[src/hw/rtl/mbfc_pkg.sv]
// ----------------------------------------------------------------------------
// Motion box framing controller package
// Shared constants, configuration register indexes, command codes and the sequencer states.
// ----------------------------------------------------------------------------
package mbfc_pkg;

	// Default sizes, handed to the top-level parameters
	localparam int WINDOW_LEN_DEF = 8;
	localparam int COORD_BITS_DEF = 12;

	// Fixed widths of the configuration registers
	localparam int DIM_BITS  = 12;
	localparam int HOLD_BITS = 8;
	localparam int CFG_IDX_BITS = 2;

	// Reset values of the configuration registers
	localparam logic [DIM_BITS-1:0]  FRAME_WIDTH_RST  = 12'd320;
	localparam logic [DIM_BITS-1:0]  FRAME_HEIGHT_RST = 12'd240;
	localparam logic [HOLD_BITS-1:0] HOLD_TICKS_RST   = 8'd3;

	// Tick counter saturates here
	localparam logic [HOLD_BITS-1:0] TICK_MAX = 8'd255;

	// Configuration register indexes
	localparam logic [CFG_IDX_BITS-1:0] CFG_FRAME_WIDTH  = 2'd0;
	localparam logic [CFG_IDX_BITS-1:0] CFG_FRAME_HEIGHT = 2'd1;
	localparam logic [CFG_IDX_BITS-1:0] CFG_HOLD_TICKS   = 2'd2;

	// Input command codes
	localparam logic CMD_TICK   = 1'b0;
	localparam logic CMD_FRAME  = 1'b1;

	// Sequencer states
	typedef enum logic {
		ST_IDLE,
		ST_SCAN
	} mbfc_state_t;

endpackage

[src/hw/rtl/motion_box_framing_controller.sv]
// ----------------------------------------------------------------------------
// Motion box framing controller
// Keeps windows of recent motion-box edges in a row of cells, reduces them to
// the window extremes and issues pan, tilt, zoom and capture requests.
// ----------------------------------------------------------------------------
//
//  Channel | Handshake            | Payload
//  --------+----------------------+-----------------------------------------
//  cfg     | cfg_valid/cfg_ready  | cfg_index, cfg_data
//  in      | in_valid/in_ready    | command, motion_found, box_*
//  out     | out_valid/out_ready  | pan_*, tilt_*, zoom_*, issue_move,
//          |                      | capture_picture
//
//  Ticks and quiet frames give a registered result in the cycle after acceptance.
//  A motion frame shifts the window; the running min/max then crosses the chain
//  cell by cell, and the decision is registered once the output register is free.
//  One transaction is worked on at a time; input is taken again once the output
//  register is empty or its result leaves it in the same cycle.
//  No clearing pass after reset: entries reset to their values, running extremes are not reset.
//  cfg_ready is always high; output stalls hold the block in place.
// ----------------------------------------------------------------------------
module motion_box_framing_controller #(
	parameter int WINDOW_LEN = mbfc_pkg::WINDOW_LEN_DEF,
	parameter int COORD_BITS = mbfc_pkg::COORD_BITS_DEF
) (
	input  logic                              clk,
	input  logic                              arst_n,
	// configuration
	input  logic                              cfg_valid,
	output logic                              cfg_ready,
	input  logic [mbfc_pkg::CFG_IDX_BITS-1:0] cfg_index,
	input  logic [mbfc_pkg::DIM_BITS-1:0]     cfg_data,
	// input items
	input  logic                              in_valid,
	output logic                              in_ready,
	input  logic                              command,
	input  logic                              motion_found,
	input  logic [COORD_BITS-1:0]             box_left,
	input  logic [COORD_BITS-1:0]             box_right,
	input  logic [COORD_BITS-1:0]             box_bottom,
	// results
	output logic                              out_valid,
	input  logic                              out_ready,
	output logic                              pan_left,
	output logic                              pan_right,
	output logic                              tilt_up,
	output logic                              tilt_down,
	output logic                              zoom_closer,
	output logic                              zoom_wider,
	output logic                              issue_move,
	output logic                              capture_picture
);

	localparam int CNT_BITS = $clog2(WINDOW_LEN + 1);
	localparam logic [CNT_BITS-1:0] SCAN_LEN = CNT_BITS'(WINDOW_LEN);
	localparam int EW = ((COORD_BITS > mbfc_pkg::DIM_BITS) ?
		COORD_BITS : mbfc_pkg::DIM_BITS) + 2;
	localparam logic [COORD_BITS-1:0] LEFT_RST =
		COORD_BITS'(mbfc_pkg::FRAME_WIDTH_RST);

	// Configuration registers
	logic [mbfc_pkg::DIM_BITS-1:0]  frame_width_q, frame_height_q;
	logic [mbfc_pkg::HOLD_BITS-1:0] hold_ticks_q;

	// Control state
	mbfc_pkg::mbfc_state_t state_q, state_d;
	logic [CNT_BITS-1:0]            cnt_q;
	logic [mbfc_pkg::HOLD_BITS-1:0] ticks_q;
	logic                           picture_taken_q;
	logic                           out_valid_q;

	// Result register
	logic pan_left_q, pan_right_q, tilt_up_q, tilt_down_q;
	logic zoom_closer_q, zoom_wider_q, issue_move_q, capture_q;

	// Handshake and control terms
	logic in_fire, out_free, scan_done, load_quick, load_scan, out_load;
	logic motion_fire, hold_passed, do_capture;

	// Cell chain wiring
	logic [COORD_BITS-1:0] left_c   [WINDOW_LEN];
	logic [COORD_BITS-1:0] right_c  [WINDOW_LEN];
	logic [COORD_BITS-1:0] bottom_c [WINDOW_LEN];
	logic [COORD_BITS-1:0] minl_c   [WINDOW_LEN];
	logic [COORD_BITS-1:0] maxr_c   [WINDOW_LEN];
	logic [COORD_BITS-1:0] maxb_c   [WINDOW_LEN];

	// Decision terms
	logic [EW-1:0] ml, mr, mb, w, wh, wq, w3, hh, hq, h3;
	logic d_pan_left, d_pan_right, d_tilt_up, d_tilt_down;
	logic d_zoom_closer, d_zoom_wider;

	assign cfg_ready   = 1'b1;
	assign out_free    = !out_valid_q || out_ready;
	assign in_ready    = (state_q == mbfc_pkg::ST_IDLE) && out_free;
	assign in_fire     = in_valid && in_ready;
	assign motion_fire = in_fire && (command == mbfc_pkg::CMD_FRAME) && motion_found;
	assign load_quick  = in_fire && !motion_fire;
	assign scan_done   = (state_q == mbfc_pkg::ST_SCAN) && (cnt_q == SCAN_LEN);
	assign load_scan   = scan_done && out_free;
	assign out_load    = load_quick || load_scan;
	assign hold_passed = ticks_q > hold_ticks_q;
	assign do_capture  = (command == mbfc_pkg::CMD_FRAME) && !picture_taken_q && hold_passed;

	// Configuration writes
	always_ff @(posedge clk or negedge arst_n) begin
		if (!arst_n) begin
			frame_width_q  <= mbfc_pkg::FRAME_WIDTH_RST;
			frame_height_q <= mbfc_pkg::FRAME_HEIGHT_RST;
			hold_ticks_q   <= mbfc_pkg::HOLD_TICKS_RST;
		end else if (cfg_valid && cfg_ready) begin
			case (cfg_index)
				mbfc_pkg::CFG_FRAME_WIDTH:  frame_width_q  <= cfg_data;
				mbfc_pkg::CFG_FRAME_HEIGHT: frame_height_q <= cfg_data;
				mbfc_pkg::CFG_HOLD_TICKS:
					hold_ticks_q <= cfg_data[mbfc_pkg::HOLD_BITS-1:0];
				default: ;
			endcase
		end
	end

	// Row of window cells; cell 0 seeds the reduction with its own entry
	genvar gi;
	generate
		for (gi = 0; gi < WINDOW_LEN; gi++) begin : g_cell
			logic [COORD_BITS-1:0] l_in, r_in, b_in, ml_in, mr_in, mb_in;
			if (gi == 0) begin : g_head
				assign l_in  = box_left;
				assign r_in  = box_right;
				assign b_in  = box_bottom;
				assign ml_in = left_c[0];
				assign mr_in = right_c[0];
				assign mb_in = bottom_c[0];
			end else begin : g_body
				assign l_in  = left_c[gi-1];
				assign r_in  = right_c[gi-1];
				assign b_in  = bottom_c[gi-1];
				assign ml_in = minl_c[gi-1];
				assign mr_in = maxr_c[gi-1];
				assign mb_in = maxb_c[gi-1];
			end
			mbfc_cell #(
				.COORD_BITS (COORD_BITS),
				.LEFT_RESET (LEFT_RST)
			) u_cell (
				.clk            (clk),
				.arst_n         (arst_n),
				.shift_en       (motion_fire),
				.left_in        (l_in),
				.right_in       (r_in),
				.bottom_in      (b_in),
				.min_left_in    (ml_in),
				.max_right_in   (mr_in),
				.max_bottom_in  (mb_in),
				.left_out       (left_c[gi]),
				.right_out      (right_c[gi]),
				.bottom_out     (bottom_c[gi]),
				.min_left_out   (minl_c[gi]),
				.max_right_out  (maxr_c[gi]),
				.max_bottom_out (maxb_c[gi])
			);
		end
	endgenerate

	// Sequencer next state
	always_comb begin
		state_d = state_q;
		case (state_q)
			mbfc_pkg::ST_IDLE: if (motion_fire) state_d = mbfc_pkg::ST_SCAN;
			mbfc_pkg::ST_SCAN: if (load_scan) state_d = mbfc_pkg::ST_IDLE;
			default: state_d = mbfc_pkg::ST_IDLE;
		endcase
	end

	always_ff @(posedge clk or negedge arst_n) begin
		if (!arst_n) begin
			state_q <= mbfc_pkg::ST_IDLE;
		end else begin
			state_q <= state_d;
		end
	end

	// Scan counter: cycles since the window last shifted
	always_ff @(posedge clk or negedge arst_n) begin
		if (!arst_n) begin
			cnt_q <= '0;
		end else if (motion_fire) begin
			cnt_q <= '0;
		end else if (cnt_q != SCAN_LEN) begin
			cnt_q <= cnt_q + 1'b1;
		end
	end

	// Extremes from the chain tail against frame quarters and halves
	always_comb begin
		ml = EW'(minl_c[WINDOW_LEN-1]);
		mr = EW'(maxr_c[WINDOW_LEN-1]);
		mb = EW'(maxb_c[WINDOW_LEN-1]);
		w  = EW'(frame_width_q);
		wh = EW'(frame_width_q >> 1);
		wq = EW'(frame_width_q >> 2);
		w3 = wh + wq;
		hh = EW'(frame_height_q >> 1);
		hq = EW'(frame_height_q >> 2);
		h3 = hh + hq;
		d_pan_left  = 1'b0;
		d_pan_right = 1'b0;
		// width - right < left, rearranged to stay unsigned
		if (w < ml + mr) begin
			if (ml < wq) d_pan_left = 1'b1;
			else if (ml > wh) d_pan_right = 1'b1;
		end else begin
			if (mr > w3) d_pan_left = 1'b1;
			else if (mr < wq) d_pan_right = 1'b1;
		end
		d_tilt_down = mb > h3;
		d_tilt_up   = !d_tilt_down && (mb < hh);
		// span = right - left, compared as right against left + threshold
		d_zoom_closer = mr < ml + wh;
		d_zoom_wider  = !d_zoom_closer && (mr > ml + w3);
	end

	// Result register
	always_ff @(posedge clk) begin
		if (load_quick) begin
			{pan_left_q, pan_right_q, tilt_up_q, tilt_down_q} <= '0;
			{zoom_closer_q, zoom_wider_q, issue_move_q}       <= '0;
			capture_q <= do_capture;
		end else if (load_scan) begin
			pan_left_q    <= hold_passed && d_pan_left;
			pan_right_q   <= hold_passed && d_pan_right;
			tilt_up_q     <= hold_passed && d_tilt_up;
			tilt_down_q   <= hold_passed && d_tilt_down;
			zoom_closer_q <= hold_passed && d_zoom_closer;
			zoom_wider_q  <= hold_passed && d_zoom_wider;
			issue_move_q  <= hold_passed;
			capture_q     <= 1'b0;
		end
	end

	always_ff @(posedge clk or negedge arst_n) begin
		if (!arst_n) begin
			out_valid_q <= 1'b0;
		end else if (out_load) begin
			out_valid_q <= 1'b1;
		end else if (out_ready) begin
			out_valid_q <= 1'b0;
		end
	end

	// Hold counter and picture flag
	always_ff @(posedge clk or negedge arst_n) begin
		if (!arst_n) begin
			ticks_q         <= '0;
			picture_taken_q <= 1'b0;
		end else begin
			if (in_fire && (command == mbfc_pkg::CMD_TICK)) begin
				if (ticks_q != mbfc_pkg::TICK_MAX) ticks_q <= ticks_q + 1'b1;
			end else if (load_scan && hold_passed) begin
				ticks_q <= '0;
			end
			if (motion_fire) begin
				picture_taken_q <= 1'b0;
			end else if (load_quick && do_capture) begin
				picture_taken_q <= 1'b1;
			end
		end
	end

	assign out_valid       = out_valid_q;
	assign pan_left        = pan_left_q;
	assign pan_right       = pan_right_q;
	assign tilt_up         = tilt_up_q;
	assign tilt_down       = tilt_down_q;
	assign zoom_closer     = zoom_closer_q;
	assign zoom_wider      = zoom_wider_q;
	assign issue_move      = issue_move_q;
	assign capture_picture = capture_q;

	// Checks
	a_bits_need_move: assert property (@(posedge clk) disable iff (!arst_n)
		out_valid && !issue_move |->
			!(pan_left || pan_right || tilt_up || tilt_down || zoom_closer || zoom_wider))
		else $error("movement bits set without a move");

	a_move_xor_capture: assert property (@(posedge clk) disable iff (!arst_n)
		out_valid |-> !(issue_move && capture_picture))
		else $error("move and capture in one result");

	a_quick_result: assert property (@(posedge clk) disable iff (!arst_n)
		load_quick |=> out_valid_q && (state_q == mbfc_pkg::ST_IDLE))
		else $error("tick or quiet frame result missing");

	a_hold_restart: assert property (@(posedge clk) disable iff (!arst_n)
		load_scan && hold_passed |=> ticks_q == '0 && issue_move_q)
		else $error("hold not restarted after a move");

	a_scan_full: assert property (@(posedge clk) disable iff (!arst_n)
		load_scan |-> $past(state_q == mbfc_pkg::ST_SCAN, WINDOW_LEN))
		else $error("decision taken before the chain settled");

endmodule

[src/hw/rtl/mbfc_cell.sv]
// ----------------------------------------------------------------------------
// Window cell
// Holds one entry of the left, right and bottom edge windows. Entries shift
// one cell along on each motion frame; a running min/max passes through the
// cell to its neighbour every cycle.
// ----------------------------------------------------------------------------
module mbfc_cell #(
	parameter int COORD_BITS = mbfc_pkg::COORD_BITS_DEF,
	parameter logic [COORD_BITS-1:0] LEFT_RESET = '0
) (
	input  logic                  clk,
	input  logic                  arst_n,
	input  logic                  shift_en,
	input  logic [COORD_BITS-1:0] left_in,
	input  logic [COORD_BITS-1:0] right_in,
	input  logic [COORD_BITS-1:0] bottom_in,
	input  logic [COORD_BITS-1:0] min_left_in,
	input  logic [COORD_BITS-1:0] max_right_in,
	input  logic [COORD_BITS-1:0] max_bottom_in,
	output logic [COORD_BITS-1:0] left_out,
	output logic [COORD_BITS-1:0] right_out,
	output logic [COORD_BITS-1:0] bottom_out,
	output logic [COORD_BITS-1:0] min_left_out,
	output logic [COORD_BITS-1:0] max_right_out,
	output logic [COORD_BITS-1:0] max_bottom_out
);

	logic [COORD_BITS-1:0] left_q, right_q, bottom_q;
	logic [COORD_BITS-1:0] min_left_q, max_right_q, max_bottom_q;

	// Window entry, shifted in from the previous cell
	always_ff @(posedge clk or negedge arst_n) begin
		if (!arst_n) begin
			left_q   <= LEFT_RESET;
			right_q  <= '0;
			bottom_q <= '0;
		end else if (shift_en) begin
			left_q   <= left_in;
			right_q  <= right_in;
			bottom_q <= bottom_in;
		end
	end

	// Running extremes, one cell further each cycle
	always_ff @(posedge clk) begin
		min_left_q   <= (left_q < min_left_in) ? left_q : min_left_in;
		max_right_q  <= (right_q > max_right_in) ? right_q : max_right_in;
		max_bottom_q <= (bottom_q > max_bottom_in) ? bottom_q : max_bottom_in;
	end

	assign left_out       = left_q;
	assign right_out      = right_q;
	assign bottom_out     = bottom_q;
	assign min_left_out   = min_left_q;
	assign max_right_out  = max_right_q;
	assign max_bottom_out = max_bottom_q;

endmodule
[config.mk]
export PLATFORM = sky130hd
export DESIGN_NAME = motion_box_framing_controller
export DESIGN_NICKNAME = d
export VERILOG_FILES = /design/src/hw/rtl/mbfc_pkg.sv /design/src/hw/rtl/motion_box_framing_controller.sv /design/src/hw/rtl/mbfc_cell.sv
export SDC_FILE = /design/constraint.sdc
export NUM_CORES = 2
export LEC_CHECK = 0
export BUFFER_PORTS_ARGS = -buffer_cell sky130_fd_sc_hd__buf_2
export CAP_MARGIN = 5
export CORE_ASPECT_RATIO = 1.75
export CORE_MARGIN = 4
export CORE_UTILIZATION = 45
export CTS_BUF_LIST = sky130_fd_sc_hd__clkbuf_4 sky130_fd_sc_hd__clkbuf_8 sky130_fd_sc_hd__clkbuf_16
export DETAILED_ROUTE_END_ITERATION = 7
export HOLD_SLACK_MARGIN = 0.06
export MAX_ROUTING_LAYER = met4
export PLACE_DENSITY = 0.63
export SLEW_MARGIN = 20
export SYNTH_ARGS = -nofsm -noshare
export SYNTH_HDL_FRONTEND = slang
export SYNTH_SLANG_ARGS = --single-unit
[constraint.sdc]
create_clock -name clk -period 6.05 [get_ports clk]
set_input_delay 0.605 -clock clk [delete_from_list [all_inputs] [get_ports clk]]
set_output_delay 0.605 -clock clk [all_outputs]
set_load 0.03 [all_outputs]
==> results_dict.tcl <==
set metrics [dict create \
    cp-end-kind "register" \
    power.leakage_nw 18.6 \
    hold_buffers 0 \
    relSlewSlack 0.277 \
    seqPwrFrac 0.353 \
    syn-num-nets 4078 \
    grt_pass1_vias 24700 \
    synth_edf_count 1 \
    critical_path.endpoint "zoom_wider" \
    power_frac_comb 0.448 \
    p_int_mw 11.9 \
    cts_inserted_buffers 58 \
    swShare 0.388 \
    timing.fmax_ghz 0.221 \
    row_count 132 \
    r2r_cells 19 \
    detail_route.first_pass.iterations 5 \
    clock_path_buffers 3 \
    pre_cts_slack_ps 1500 \
    ys_warn_count 0 \
    die_y_um 370 \
    syn2layout_area_growth_pct 9.65 \
    crit_type "register to register" \
    seq_area_frac_synth 0.425 \
    crit-reg2reg-launch "frame_width_q[2]" \
    powerDensity_nw_per_um2 525 \
    synthArstFlopShare 0.530 \
    clock_latency_ps 640 \
    cp.required_ps 6590 \
    post-route-period-util 0.750 \
    cp_data_arrival_time_ps 5070 \
    grt_max_degree 163 \
    postCtsSetupBuffers 0 \
    ys_ff_latch 630 \
    max_stage_delay_ps 560 \
    fin_crit_ps 4530 \
    status "finished clean" \
    path_cells "ha_1, a21o_1, a21oi_1, o21bai_1, a2111oi_2, o31ai_1, a21oi_1, xor2_1, ha_1, a21o_1, a31oi_1, o21ai_2, xnor2_1, ha_1, nand4_1, nor2_1, a221oi_1, o211ai_1, o41ai_2" \
    final_antenna_net_count 0 \
    instances_no_fill 4609 \
    vias_per_cell 5.21 \
    cts.sinks 630 \
    cts_root_buf "clkbuf_16" \
    dieArea_um2 79500 \
    path_max_fanout 9 \
    power.switching_mw 7.53 \
    synth.avg_cell_area_um2 9.34 \
    start_util 0.454 \
    num_vias 24000 \
    io_pins 68 \
    regToRegEndpoint "zoom_wider" \
    max-vdd-ir-drop_mv 0.232 \
    antenna_found_initial 0 \
    crit_start "frame_width_q[2]" \
    startpoint_type "register" \
    remaining_drc_errors 0 \
    hold_viol 0 \
    first_iter_violations 872 \
    syn_inst 3604 \
    netlist_area_um2 33700 \
    finalClockSkew_ps 29.6 \
    reg2reg_setup_slack_ps 1520 \
    dp_hpwl_um 52000 \
    rsz0062_at_grt "no" \
    gp_congestion 0.948 \
    synthFlopType "dfrtp_1" \
    worst_pin_slew_ps 1080 \
    final_layout_size_suffix_gt1_frac 0.130 \
    synth_cell_types 82 \
    grtUsageTotal 0.187 \
    drv_cap 0 \
    avgRoutedWirePerCell_um 15.7 \
    cts_tree "yes" \
    grt_pass1_wl_um 122000 \
    die_x_um 215 \
    cts_resized 0 \
    layout_setup_ws_ps 1520 \
    timing.hold.ws_ps 60.7 \
    cp_common_cell "ha_1" \
    nNetsFinal 4095 \
    coreArea_um2 74200 \
    setup_tns_ps 0 \
    setup_viol 0 \
    numPortBuffers 66 \
    hp-class "input port to async pin" \
    finalPower_mw 19.4 \
    clk_pin_slew_ps 70 \
    htreeDepth 2 \
    drv_slew 0 \
    gr-total-overflow 0 \
    clockPowerShare 0.199 \
    wl_um 72500 \
    critPathSlowestCell "dfrtp_1" \
    dp_cells 4499 \
]
[layout by cell type, fill, tap and decap left out, drive strengths merged, types with 11 or more instances in the layout]
| cell type | count |
|---|---|
| nand3 | 96 |
| o21ai | 94 |
| a21oi | 126 |
| a221o | 17 |
| dfxtp | 295 |
| xnor2 | 30 |
| a221oi | 38 |
| clkbuf | 90 |
| nand4 | 51 |
| clkinv | 11 |
| nand2b | 31 |
| a211oi | 15 |
| o21a | 15 |
| dfrtp | 310 |
| nand2 | 888 |
| nor4 | 15 |
| o211ai | 48 |
| buf | 84 |
| mux2 | 227 |
| o21bai | 15 |
| ha | 412 |
| a311o | 12 |
| inv | 326 |
| xor2 | 22 |
| nor2 | 64 |
| nor2b | 33 |
| a21o | 89 |
| dfstp | 24 |
| and3 | 61 |
| nor3 | 22 |
[synth_stat cells (all sizes together) (6+ instances only)]
cell type  number  share of area
o211ai         48          0.011
a31oi           7         0.0013
ha            412           0.15
o21bai         15         0.0033
a311o          12         0.0036
nor2           64         0.0071
clkbuf         58         0.0065
nand4          51         0.0095
a211oi         15         0.0035
a221o          17         0.0051
nand2         888          0.099
o21a           15         0.0034
dfrtp         310           0.23
o31ai           6         0.0013
nor3           22         0.0033
and3           61          0.011
nand3          96          0.014
a221oi         38         0.0099
a21oi         126          0.019
dfstp          24          0.019
nand2b         31         0.0058
and2            7         0.0013
inv           324          0.036
xor2           22         0.0057
buf            69          0.010
mux2          227          0.076
xnor2          30         0.0078
nor2b          33         0.0064
dfxtp         295           0.18
o21ai          94          0.014
nor4           15         0.0028
a21o           89          0.020
a211o           7         0.0018
[worst min path at each step]
stage                                   startpoint                            endpoint  slack [ps]  depth (start not counted)
floorplan                                   arst_n                            cnt_q[0]         310                          0
CTS                                         arst_n        g_cell[7].u_cell.left_out[5]          90                          1
global placement    g_cell[0].u_cell.bottom_out[7]  g_cell[0].u_cell.max_bottom_out[7]         370                          0
detailed placement    g_cell[0].u_cell.left_out[7]    g_cell[0].u_cell.min_left_out[7]         380                          0
global route                          box_right[8]       g_cell[0].u_cell.right_out[8]         130                          3
finish                                      arst_n        g_cell[7].u_cell.left_out[5]          60                          1
[logic make-up (layout without fill, tap and decap cells)]
group,Yosys count,in the layout,synth area share
adder cells (fa/ha/maj),417,417,0.156
AND/OR/NAND/NOR,1293,1293,0.167
XOR/XNOR,52,52,0.0135
AO/OA/AOI/OAI,533,533,0.110
multiplexers,227,227,0.0759
other,1,2,0.000111
buffers and inverters,451,517,0.0529
flip-flops,630,630,0.425
[worst max-delay path: cells and delay by family, from the launching register on]
family | cells | cell delay (ps)
flip-flops | 1 | 560
XOR/XNOR | 2 | 370
AO/OA/AOI/OAI | 12 | 2430
adder cells (fa/ha/maj) | 3 | 890
AND/OR/NAND/NOR | 2 | 160
[layer usage]
layer | global-route usage | vias up | part of all wire
met3 | 0.0220 | 192 | 0.025
li1 | - | 12400 | -
met2 | 0.351 | 307 | 0.53
met1 | 0.194 | 11100 | 0.39
met5 | - | - | 0
met4 | 0.0863 | 0 | 0.052
[state kept, by name, summed over array words and instances (netlist names), 4 cells and up]
register,flops
g_cell.u_cell.right_out,96
g_cell.u_cell.min_left_out,96
hold_ticks_q,8
cnt_q,4
frame_width_q,12
g_cell.u_cell.max_bottom_out,96
g_cell.u_cell.bottom_out,96
g_cell.u_cell.left_out,96
ticks_q,8
frame_height_q,11
g_cell.u_cell.max_right_out,96
[through the flow]
step | instance area (µm²) | util
global placement | 34900 | 0.470
global route | 36900 | 0.498
detailed placement | 34900 | 0.470
floorplan | 33700 | -
finish | 36900 | 0.498
CTS | 36900 | 0.498
[final cells by class]
cell class,instances,area (µm²)
fill,7019,37200
antenna,1,2.50
clock buffer,90,1820
clock inverter,19,240
timing repair buffer,84,526
inverter,324,1220
tap,938,1170
sequential,630,14300
multi-input combinational,2523,17600
[power groups by stage]
stage	clock (mW)	combinational (mW)	sequential (mW)
after CTS	3.98	8.83	6.85
after floorplan	0	6.98	6.52
after global placement	0	8.60	6.89
final	3.85	8.69	6.85
after detailed placement	0	8.75	6.92
after global routing	4.14	9.92	7.06
(Power assumes the default switching activity.)
